[config.mk]
export PLATFORM = sky130hd
export DESIGN_NAME = md5_message_digest_top
export DESIGN_NICKNAME = d
export VERILOG_FILES = /design/src/rtl/md5_pkg.sv /design/src/rtl/md5_message_digest_top.sv /design/src/rtl/md5_datapath.sv /design/src/rtl/md5_ctrl.sv
export SDC_FILE = /design/constraint.sdc
export NUM_CORES = 2
export LEC_CHECK = 0
export BUFFER_PORTS_ARGS = -buffer_cell sky130_fd_sc_hd__buf_2
export CAP_MARGIN = 20
export CORE_ASPECT_RATIO = 1.4
export CORE_MARGIN = 5
export CORE_UTILIZATION = 65
export CTS_BUF_LIST = sky130_fd_sc_hd__clkbuf_4 sky130_fd_sc_hd__clkbuf_8 sky130_fd_sc_hd__clkbuf_16
export DETAILED_ROUTE_END_ITERATION = 12
export PLACE_DENSITY = 0.82
export RECOVER_POWER = 50
export SYNTH_ARGS = -nofsm -noshare
export SYNTH_HDL_FRONTEND = slang
export SYNTH_HIERARCHICAL = 1
export SYNTH_SLANG_ARGS = --single-unit
[constraint.sdc]
create_clock -name i_clk -period 14.5 [get_ports i_clk]
set_clock_uncertainty 0.1 [all_clocks]
set_input_delay 0 -clock i_clk [delete_from_list [all_inputs] [get_ports i_clk]]
set_output_delay 0 -clock i_clk [all_outputs]
set_load 0.1 [all_outputs]
[src/rtl/md5_pkg.sv]
// package for the md5 digest block: types, round constants, helpers
`default_nettype none
package md5_pkg;

    typedef enum logic [2:0] {
        t_ST_IDLE,
        t_ST_ROUND,
        t_ST_FOLD,
        t_ST_PADLEN,
        t_ST_OUT
    } t_state;

    // controller to datapath commands
    typedef struct packed {
        logic       absorb;     // write input byte, bump count
        logic       pad_start;  // write 0x80 at count, clear tail
        logic       clear_blk;  // zero whole block (second pad block)
        logic       put_len;    // write bit length into words 14 and 15
        logic       load_work;  // a..d <= chain
        logic       round;      // one round step
        logic       fold;       // chain += a..d
        logic       init;       // chain and count back to initial values
    } t_cmd;

    // datapath status
    typedef struct packed {
        logic       blk_full;   // count low six bits wrapped to zero after absorb
        logic       pad_two;    // pad position at 56 or above
    } t_stat;

    localparam logic [31:0] H0 = 32'h67452301;
    localparam logic [31:0] H1 = 32'hefcdab89;
    localparam logic [31:0] H2 = 32'h98badcfe;
    localparam logic [31:0] H3 = 32'h10325476;

    localparam logic [31:0] K_TAB [64] = '{
        32'hd76aa478, 32'he8c7b756, 32'h242070db, 32'hc1bdceee,
        32'hf57c0faf, 32'h4787c62a, 32'ha8304613, 32'hfd469501,
        32'h698098d8, 32'h8b44f7af, 32'hffff5bb1, 32'h895cd7be,
        32'h6b901122, 32'hfd987193, 32'ha679438e, 32'h49b40821,
        32'hf61e2562, 32'hc040b340, 32'h265e5a51, 32'he9b6c7aa,
        32'hd62f105d, 32'h02441453, 32'hd8a1e681, 32'he7d3fbc8,
        32'h21e1cde6, 32'hc33707d6, 32'hf4d50d87, 32'h455a14ed,
        32'ha9e3e905, 32'hfcefa3f8, 32'h676f02d9, 32'h8d2a4c8a,
        32'hfffa3942, 32'h8771f681, 32'h6d9d6122, 32'hfde5380c,
        32'ha4beea44, 32'h4bdecfa9, 32'hf6bb4b60, 32'hbebfbc70,
        32'h289b7ec6, 32'heaa127fa, 32'hd4ef3085, 32'h04881d05,
        32'hd9d4d039, 32'he6db99e5, 32'h1fa27cf8, 32'hc4ac5665,
        32'hf4292244, 32'h432aff97, 32'hab9423a7, 32'hfc93a039,
        32'h655b59c3, 32'h8f0ccc92, 32'hffeff47d, 32'h85845dd1,
        32'h6fa87e4f, 32'hfe2ce6e0, 32'ha3014314, 32'h4e0811a1,
        32'hf7537e82, 32'hbd3af235, 32'h2ad7d2bb, 32'heb86d391
    };

    localparam logic [4:0] ROT_TAB [16] = '{
        5'd7, 5'd12, 5'd17, 5'd22, 5'd5, 5'd9, 5'd14, 5'd20,
        5'd4, 5'd11, 5'd16, 5'd23, 5'd6, 5'd10, 5'd15, 5'd21
    };

    function automatic logic [3:0] msg_index(input logic [5:0] r);
        logic [5:0] g;
        begin
            case (r[5:4])
                2'd0:    g = r;
                2'd1:    g = 6'(r * 6'd5 + 6'd1);
                2'd2:    g = 6'(r * 6'd3 + 6'd5);
                default: g = 6'(r * 6'd7);
            endcase
            return g[3:0];
        end
    endfunction

endpackage
`default_nettype wire

[src/rtl/md5_message_digest_top.sv]
// md5 message digest top level: stream ports around controller and datapath
`default_nettype none
// Byte-serial MD5 hasher. Each input item carries at most one message byte
// (tuser bit 0 says the byte is present) and tlast ends the message. A byte
// that does not complete a 64-byte block is taken and the hasher stays ready
// for the next item. A byte that completes a block starts the 64-round
// compression: one round per cycle in a single shared round unit, and no
// item is taken until the block is folded into the chain. On the last item
// the padding block is compressed, followed by a second padding block when
// one is needed; a last item whose byte fills a block first compresses that
// block and then a whole padding block. The four digest words go out as four
// result items, word 0 first, tlast on word 3; the hasher then starts over
// with the initial chaining values.
module md5_message_digest_top
    import md5_pkg::*;
(
    input  wire logic        i_clk,
    input  wire logic        i_rst_n,
    input  wire logic        s_axis_tvalid,
    output logic             s_axis_tready,
    input  wire logic [7:0]  s_axis_tdata,   // [7:0] data_byte
    input  wire logic        s_axis_tuser,   // [0] byte_valid
    input  wire logic        s_axis_tlast,
    output logic             m_axis_tvalid,
    input  wire logic        m_axis_tready,
    output logic [39:0]      m_axis_tdata,   // [31:0] digest_word, [33:32] word_index
    output logic             m_axis_tlast
);

    t_cmd         w_cmd;
    t_stat        w_stat;
    logic [5:0]   w_round;
    logic [1:0]   w_widx;
    logic [127:0] w_chain;

    md5_ctrl u_ctrl (
        .i_clk        (i_clk),
        .i_rst_n      (i_rst_n),
        .i_in_valid   (s_axis_tvalid),
        .i_byte_valid (s_axis_tuser),
        .i_last       (s_axis_tlast),
        .i_out_ready  (m_axis_tready),
        .i_stat       (w_stat),
        .o_in_ready   (s_axis_tready),
        .o_out_valid  (m_axis_tvalid),
        .o_word_idx   (w_widx),
        .o_cmd        (w_cmd),
        .o_round      (w_round)
    );

    md5_datapath u_dp (
        .i_clk   (i_clk),
        .i_rst_n (i_rst_n),
        .i_cmd   (w_cmd),
        .i_round (w_round),
        .i_byte  (s_axis_tdata),
        .o_stat  (w_stat),
        .o_chain (w_chain)
    );

    // digest words held in the chaining registers until the last is taken
    assign m_axis_tdata = {6'd0, w_widx, w_chain[32*w_widx +: 32]};
    assign m_axis_tlast = (w_widx == 2'd3);

endmodule
`default_nettype wire

[src/rtl/md5_datapath.sv]
// md5 datapath: message block, byte counter, round unit, chaining words
`default_nettype none
module md5_datapath
    import md5_pkg::*;
(
    input  wire logic        i_clk,
    input  wire logic        i_rst_n,
    input  wire t_cmd        i_cmd,
    input  wire logic [5:0]  i_round,
    input  wire logic [7:0]  i_byte,
    output t_stat            o_stat,
    output logic [127:0]     o_chain
);

    logic [31:0] r_blk [16];
    logic [63:0] r_cnt;
    logic [31:0] r_h [4];
    logic [31:0] r_a, r_b, r_c, r_d;

    logic [5:0]  w_pos;
    logic [63:0] w_cnt_inc;
    logic [31:0] w_f, w_t, w_rot;
    logic [4:0]  w_s;
    logic [63:0] w_bits;

    assign w_pos     = r_cnt[5:0];
    assign w_cnt_inc = r_cnt + 64'd1;
    assign w_bits    = {r_cnt[60:0], 3'b000};

    always_comb begin
        case (i_round[5:4])
            2'd0:    w_f = (r_b & r_c) | (~r_b & r_d);
            2'd1:    w_f = (r_b & r_d) | (r_c & ~r_d);
            2'd2:    w_f = r_b ^ r_c ^ r_d;
            default: w_f = r_c ^ (r_b | ~r_d);
        endcase
        w_t   = r_a + w_f + K_TAB[i_round] + r_blk[msg_index(i_round)];
        w_s   = ROT_TAB[{i_round[5:4], i_round[1:0]}];
        w_rot = (w_t << w_s) | (w_t >> (6'd32 - {1'b0, w_s}));
    end

    assign o_stat.blk_full = (w_cnt_inc[5:0] == 6'd0);
    assign o_stat.pad_two  = (w_pos >= 6'd56);
    assign o_chain = {r_h[3], r_h[2], r_h[1], r_h[0]};

    // message block writes
    always_ff @(posedge i_clk) begin
        if (i_cmd.absorb) begin
            r_blk[w_pos[5:2]][8*w_pos[1:0] +: 8] <= i_byte;
        end
        if (i_cmd.pad_start) begin
            for (int i = 0; i < 64; i++) begin
                if (6'(i) == w_pos)
                    r_blk[i/4][8*(i%4) +: 8] <= 8'h80;
                else if (6'(i) > w_pos)
                    r_blk[i/4][8*(i%4) +: 8] <= 8'h00;
            end
        end
        if (i_cmd.clear_blk) begin
            for (int i = 0; i < 16; i++) r_blk[i] <= '0;
        end
        if (i_cmd.put_len) begin
            r_blk[14] <= w_bits[31:0];
            r_blk[15] <= w_bits[63:32];
        end
    end

    // working variables; a fold also leaves the new chain in a..d
    always_ff @(posedge i_clk) begin
        if (i_cmd.load_work) begin
            r_a <= r_h[0]; r_b <= r_h[1]; r_c <= r_h[2]; r_d <= r_h[3];
        end else if (i_cmd.round) begin
            r_a <= r_d; r_d <= r_c; r_c <= r_b; r_b <= r_b + w_rot;
        end else if (i_cmd.fold) begin
            r_a <= r_h[0] + r_a; r_b <= r_h[1] + r_b;
            r_c <= r_h[2] + r_c; r_d <= r_h[3] + r_d;
        end
    end

    // chaining words and byte count
    always_ff @(posedge i_clk) begin
        if (!i_rst_n || i_cmd.init) begin
            r_h[0] <= H0; r_h[1] <= H1; r_h[2] <= H2; r_h[3] <= H3;
            r_cnt  <= '0;
        end else begin
            if (i_cmd.fold) begin
                r_h[0] <= r_h[0] + r_a; r_h[1] <= r_h[1] + r_b;
                r_h[2] <= r_h[2] + r_c; r_h[3] <= r_h[3] + r_d;
            end
            if (i_cmd.absorb) r_cnt <= w_cnt_inc;
        end
    end

endmodule
`default_nettype wire

[src/rtl/md5_ctrl.sv]
// md5 controller: item acceptance, round sequencing, padding and output
`default_nettype none
module md5_ctrl
    import md5_pkg::*;
(
    input  wire logic        i_clk,
    input  wire logic        i_rst_n,
    input  wire logic        i_in_valid,
    input  wire logic        i_byte_valid,
    input  wire logic        i_last,
    input  wire logic        i_out_ready,
    input  wire t_stat       i_stat,
    output logic             o_in_ready,
    output logic             o_out_valid,
    output logic [1:0]       o_word_idx,
    output t_cmd             o_cmd,
    output logic [5:0]       o_round
);

    t_state     r_state, n_state;
    logic [5:0] r_round, n_round;
    logic [1:0] r_widx, n_widx;
    logic       r_fin, n_fin;      // a last item is being finished
    logic       r_two, n_two;      // a second pad block still follows
    logic       r_lpend, n_lpend;  // last came with a block-filling byte, pad after fold
    logic       w_acc;

    assign w_acc      = i_in_valid && o_in_ready;
    assign o_round    = r_round;
    assign o_word_idx = r_widx;

    always_comb begin
        n_state = r_state;
        n_round = r_round;
        n_widx  = r_widx;
        n_fin   = r_fin;
        n_two   = r_two;
        n_lpend = r_lpend;
        case (r_state)
            t_ST_IDLE: begin
                if (w_acc) begin
                    n_round = '0;
                    if (i_byte_valid && i_stat.blk_full) begin
                        n_fin   = 1'b0;
                        n_lpend = i_last;
                        n_state = t_ST_ROUND;
                    end else if (i_last) begin
                        n_fin   = 1'b1;
                        n_state = t_ST_PADLEN;
                    end
                end
            end
            t_ST_PADLEN: begin
                n_two   = i_stat.pad_two;
                n_state = t_ST_ROUND;
            end
            t_ST_ROUND: begin
                n_round = r_round + 6'd1;
                if (r_round == 6'd63) n_state = t_ST_FOLD;
            end
            t_ST_FOLD: begin
                if (r_lpend) begin
                    n_lpend = 1'b0;
                    n_fin   = 1'b1;
                    n_state = t_ST_PADLEN;
                end else if (!r_fin) begin
                    n_state = t_ST_IDLE;
                end else if (r_two) begin
                    n_two   = 1'b0;
                    n_state = t_ST_ROUND;
                end else begin
                    n_widx  = '0;
                    n_state = t_ST_OUT;
                end
            end
            t_ST_OUT: begin
                if (i_out_ready) begin
                    n_widx = r_widx + 2'd1;
                    if (r_widx == 2'd3) begin
                        n_fin   = 1'b0;
                        n_state = t_ST_IDLE;
                    end
                end
            end
            default: n_state = t_ST_IDLE;
        endcase
    end

    // padlen first writes pad; length written at padlen only when no second
    // block, else at the fold that starts the second block
    always_comb begin
        o_cmd       = '0;
        o_in_ready  = 1'b0;
        o_out_valid = 1'b0;
        case (r_state)
            t_ST_IDLE: begin
                o_in_ready       = 1'b1;
                o_cmd.absorb     = w_acc && i_byte_valid;
                o_cmd.load_work  = w_acc;
            end
            t_ST_PADLEN: begin
                o_cmd.pad_start = 1'b1;
                o_cmd.put_len   = !i_stat.pad_two;
                o_cmd.load_work = 1'b1;
            end
            t_ST_ROUND: o_cmd.round = 1'b1;
            t_ST_FOLD: begin
                o_cmd.fold = 1'b1;
                if (r_fin && r_two) begin
                    o_cmd.clear_blk = 1'b1;
                    o_cmd.put_len   = 1'b1;
                end
            end
            t_ST_OUT: begin
                o_out_valid = 1'b1;
                o_cmd.init  = i_out_ready && (r_widx == 2'd3);
            end
            default: ;
        endcase
    end

    always_ff @(posedge i_clk) begin
        if (!i_rst_n) begin
            r_state <= t_ST_IDLE;
            r_round <= '0;
            r_widx  <= '0;
            r_fin   <= 1'b0;
            r_two   <= 1'b0;
            r_lpend <= 1'b0;
        end else begin
            r_state <= n_state;
            r_round <= n_round;
            r_widx  <= n_widx;
            r_fin   <= n_fin;
            r_two   <= n_two;
            r_lpend <= n_lpend;
        end
    end

endmodule
`default_nettype wire
==> metrics.cfg <==
[critical_path]
setup.worst_path.class=reg2reg
path_common_cell=o21ai_0
crit_start=u_ctrl/o_round[1]$_SDFFE_PN0P_
timing.rr.start=u_ctrl/o_round[1]$_SDFFE_PN0P_
ff2ff_setup_slack_ns=1.89
critPathCapture=u_dp/r_b[30]$_DFFE_PP_
max_stage_delay_ns=0.68
cp-end-kind=flop
path_max_fanout=31
startpoint_type=flop
r2r_end=u_dp/r_b[30]$_DFFE_PP_
reg2reg_depth=40
cpMaxStageDelayCell=nor2_4
required_ns=15.00
worst-endpoint-arrival_ns=13.11

[final_layout]
syn2layout_area_growth_pct=6.63
num-nets-final=7206
final_cell_mix=1294 x nor2_1, 852 x a21oi_1, 739 x nand2_1
final_common_cell=nor2_1
drive_gt1_share_pct=7.85

[placed_design]
dp_slack_ns=2.23
dpl.hpwl_mm=163
gp_congestion=1.10
io_buffers=50

[drt]
avgViaCountPerCell=6.93
drt_iter0_drc=7974
drtAntennaViolNets=0
wire_per_inst_um=27.5
dr.pass1.iters=7
routed_wl_mm=225
vias=56603
drc=0

[global_routing]
grt-ovfl-total=0
grt_usage_pct=45.3
antenna_found_initial=7
grt_max_degree=129
first_global_vias=54397
grt_pass1_wl_mm=334

[floorplan]
die_y_um=364
core_area_sq_um=89500
num_rows=130
die_area_sq_um=95900
start_util_pct=65.2
pin_count=57
die_w_um=263

[sta]
max_slew_margin_pct=-163
timing.fmax_ghz=0.0793
rsz0062_at_grt=false
tightest_slew_ns=3.95
layout_setup_ws_ns=1.89
drv_slew=587
fin_crit_sh_pct=87.0
tns_ns=0
setup_viol=0
fin_crit_ns=12.61
hold_viol=0

[clock_network]
htreeDepth=3
cts_root_buffer=clkbuf_16
clk_pin_slew_worst_paths_ns=0.06
cts-buffers-inserted=84
cts_tree=done
clock_latency_ns=0.74
clockBufferDepth=3
tritoncts_num_sinks=843

[yosys]
synthFlopType=dfxtp_1
syn_inst=7098
ys_ff_latch=843
yosys_warnings=6
syn_area_per_cell_sq_um=8.21
async_reset_ff_share_pct=0
synthDistinctLibCells=86
synth_edf_count=317
netlist_area_sq_um=58300
seq_area_frac_synth_pct=34.4

[status]
violations=capacitance limit, slew limit
status=finished, violations left

[job]
max-cap-violations=13

[worst_hold_path]
hold_path_class=in2reg
min_delay_path_depth=4

[registers in the layout, summed over array words and instances (netlist names), 2 cells and up]
register           flops
u_dp/r_c              32
u_dp/r_d              32
u_dp/r_cnt            61
u_dp/r_b              32
u_dp/r_blk           512
u_ctrl/o_word_idx      2
u_ctrl/o_round         6
u_ctrl/r_state         3
u_dp/r_h             128
u_dp/r_a              32
[layer usage]
metal | track usage [%] | vias to the layer above | share of wire [%]
li1 | - | 24908 | -
met1 | 47.8 | 26712 | 32
met2 | 75.7 | 3753 | 47
met3 | 10.7 | 1224 | 10
met4 | 40.0 | 6 | 12
met5 | 0 | - | 0.019
[cells by family (layout without fill, tap and decap cells)]
family,Yosys count,count (layout),share of synthesized area (%)
flip-flops,843,843,34.4
multiplexers,376,376,10.1
adder cells (fa/ha/maj),284,284,6.98
AND/OR/NAND/NOR,2656,2656,19.4
AO/OA/AOI/OAI,2013,2013,20.6
buffers and inverters,651,527,4.39
other,1,8,0.00643
XOR/XNOR,274,274,4.14
[Yosys cell counts, types with 84 or more instances]
master	n	share of area (%)
nor2_1	1299	8.4
a21oi_1	852	7.3
nand2_1	740	4.8
dfxtp_1	526	18
o21ai_0	469	4.0
clkbuf_1	365	2.4
edfxtp_1	317	16
ha_1	215	4.6
inv_1	206	1.3
mux4_2	158	6.1
mux2i_1	155	2.7
xnor2_1	154	2.3
nand3_1	123	1.1
xor2_1	119	1.8
a21o_1	103	1.3
a211oi_1	92	1.2
nor3_1	90	0.77
a31oi_1	89	0.96
nand2b_1	84	0.90
[critical path: cells and delay by family, from the launching register on]
kind	cells	cell delay (ns)
DFF	1	0.49
muxes	5	1.61
and+or+nand+nor	4	1.17
xor gates and xnor gates	2	0.39
AOI/OAI and AO/OA	18	5.26
adders and majority gates	6	2.03
buffers and inverters	5	1.38
[cell type report]
cell class	count	area, sq um
antenna	2	5.00
timing repair buffer	160	1050
sequential	843	20100
fill	7185	27300
multi-input combinational	5609	35800
inverter	210	790
clock inverter	41	538
tap	1188	1490
clock buffer	116	2410
[worst min path at each step]
stage          startpoint                                end
2_1_floorplan     i_rst_n     u_ctrl/r_state[0]$_SDFFE_PN0P_
5_1_grt           i_rst_n     u_ctrl/r_state[0]$_SDFFE_PN0P_
3_5_place_dp      i_rst_n  u_ctrl/o_word_idx[0]$_SDFFE_PN0P_
3_3_place_gp      i_rst_n  u_ctrl/o_word_idx[0]$_SDFFE_PN0P_
4_1_cts           i_rst_n     u_ctrl/r_state[0]$_SDFFE_PN0P_
6_report          i_rst_n  u_ctrl/o_word_idx[1]$_SDFFE_PN0P_
[metrics by stage]
step | hold WS (ns) | instance area, sq um | utilization, % | std cells
after floorplan | 0.0385 | 58300 | - | 7103
after global placement | 0.204 | 59100 | 66.1 | 7989
after detailed placement | 0.205 | 59100 | 66.1 | 7989
after CTS | 0.0115 | 62200 | 69.6 | 8163
after global routing | 0.0243 | 62100 | 69.5 | 8167
final | 0.0253 | 62200 | 69.5 | 8169
[timing repair]
action,4_1_cts,5_1_grt
gates resized for setup,0,0
buffers inserted,0,0
endpoints found under the hold margin,142,0
hold buffers,17,0
Power is not shown: default switching activity piles up to over one toggle a cycle in this logic, so the estimate is an artifact.
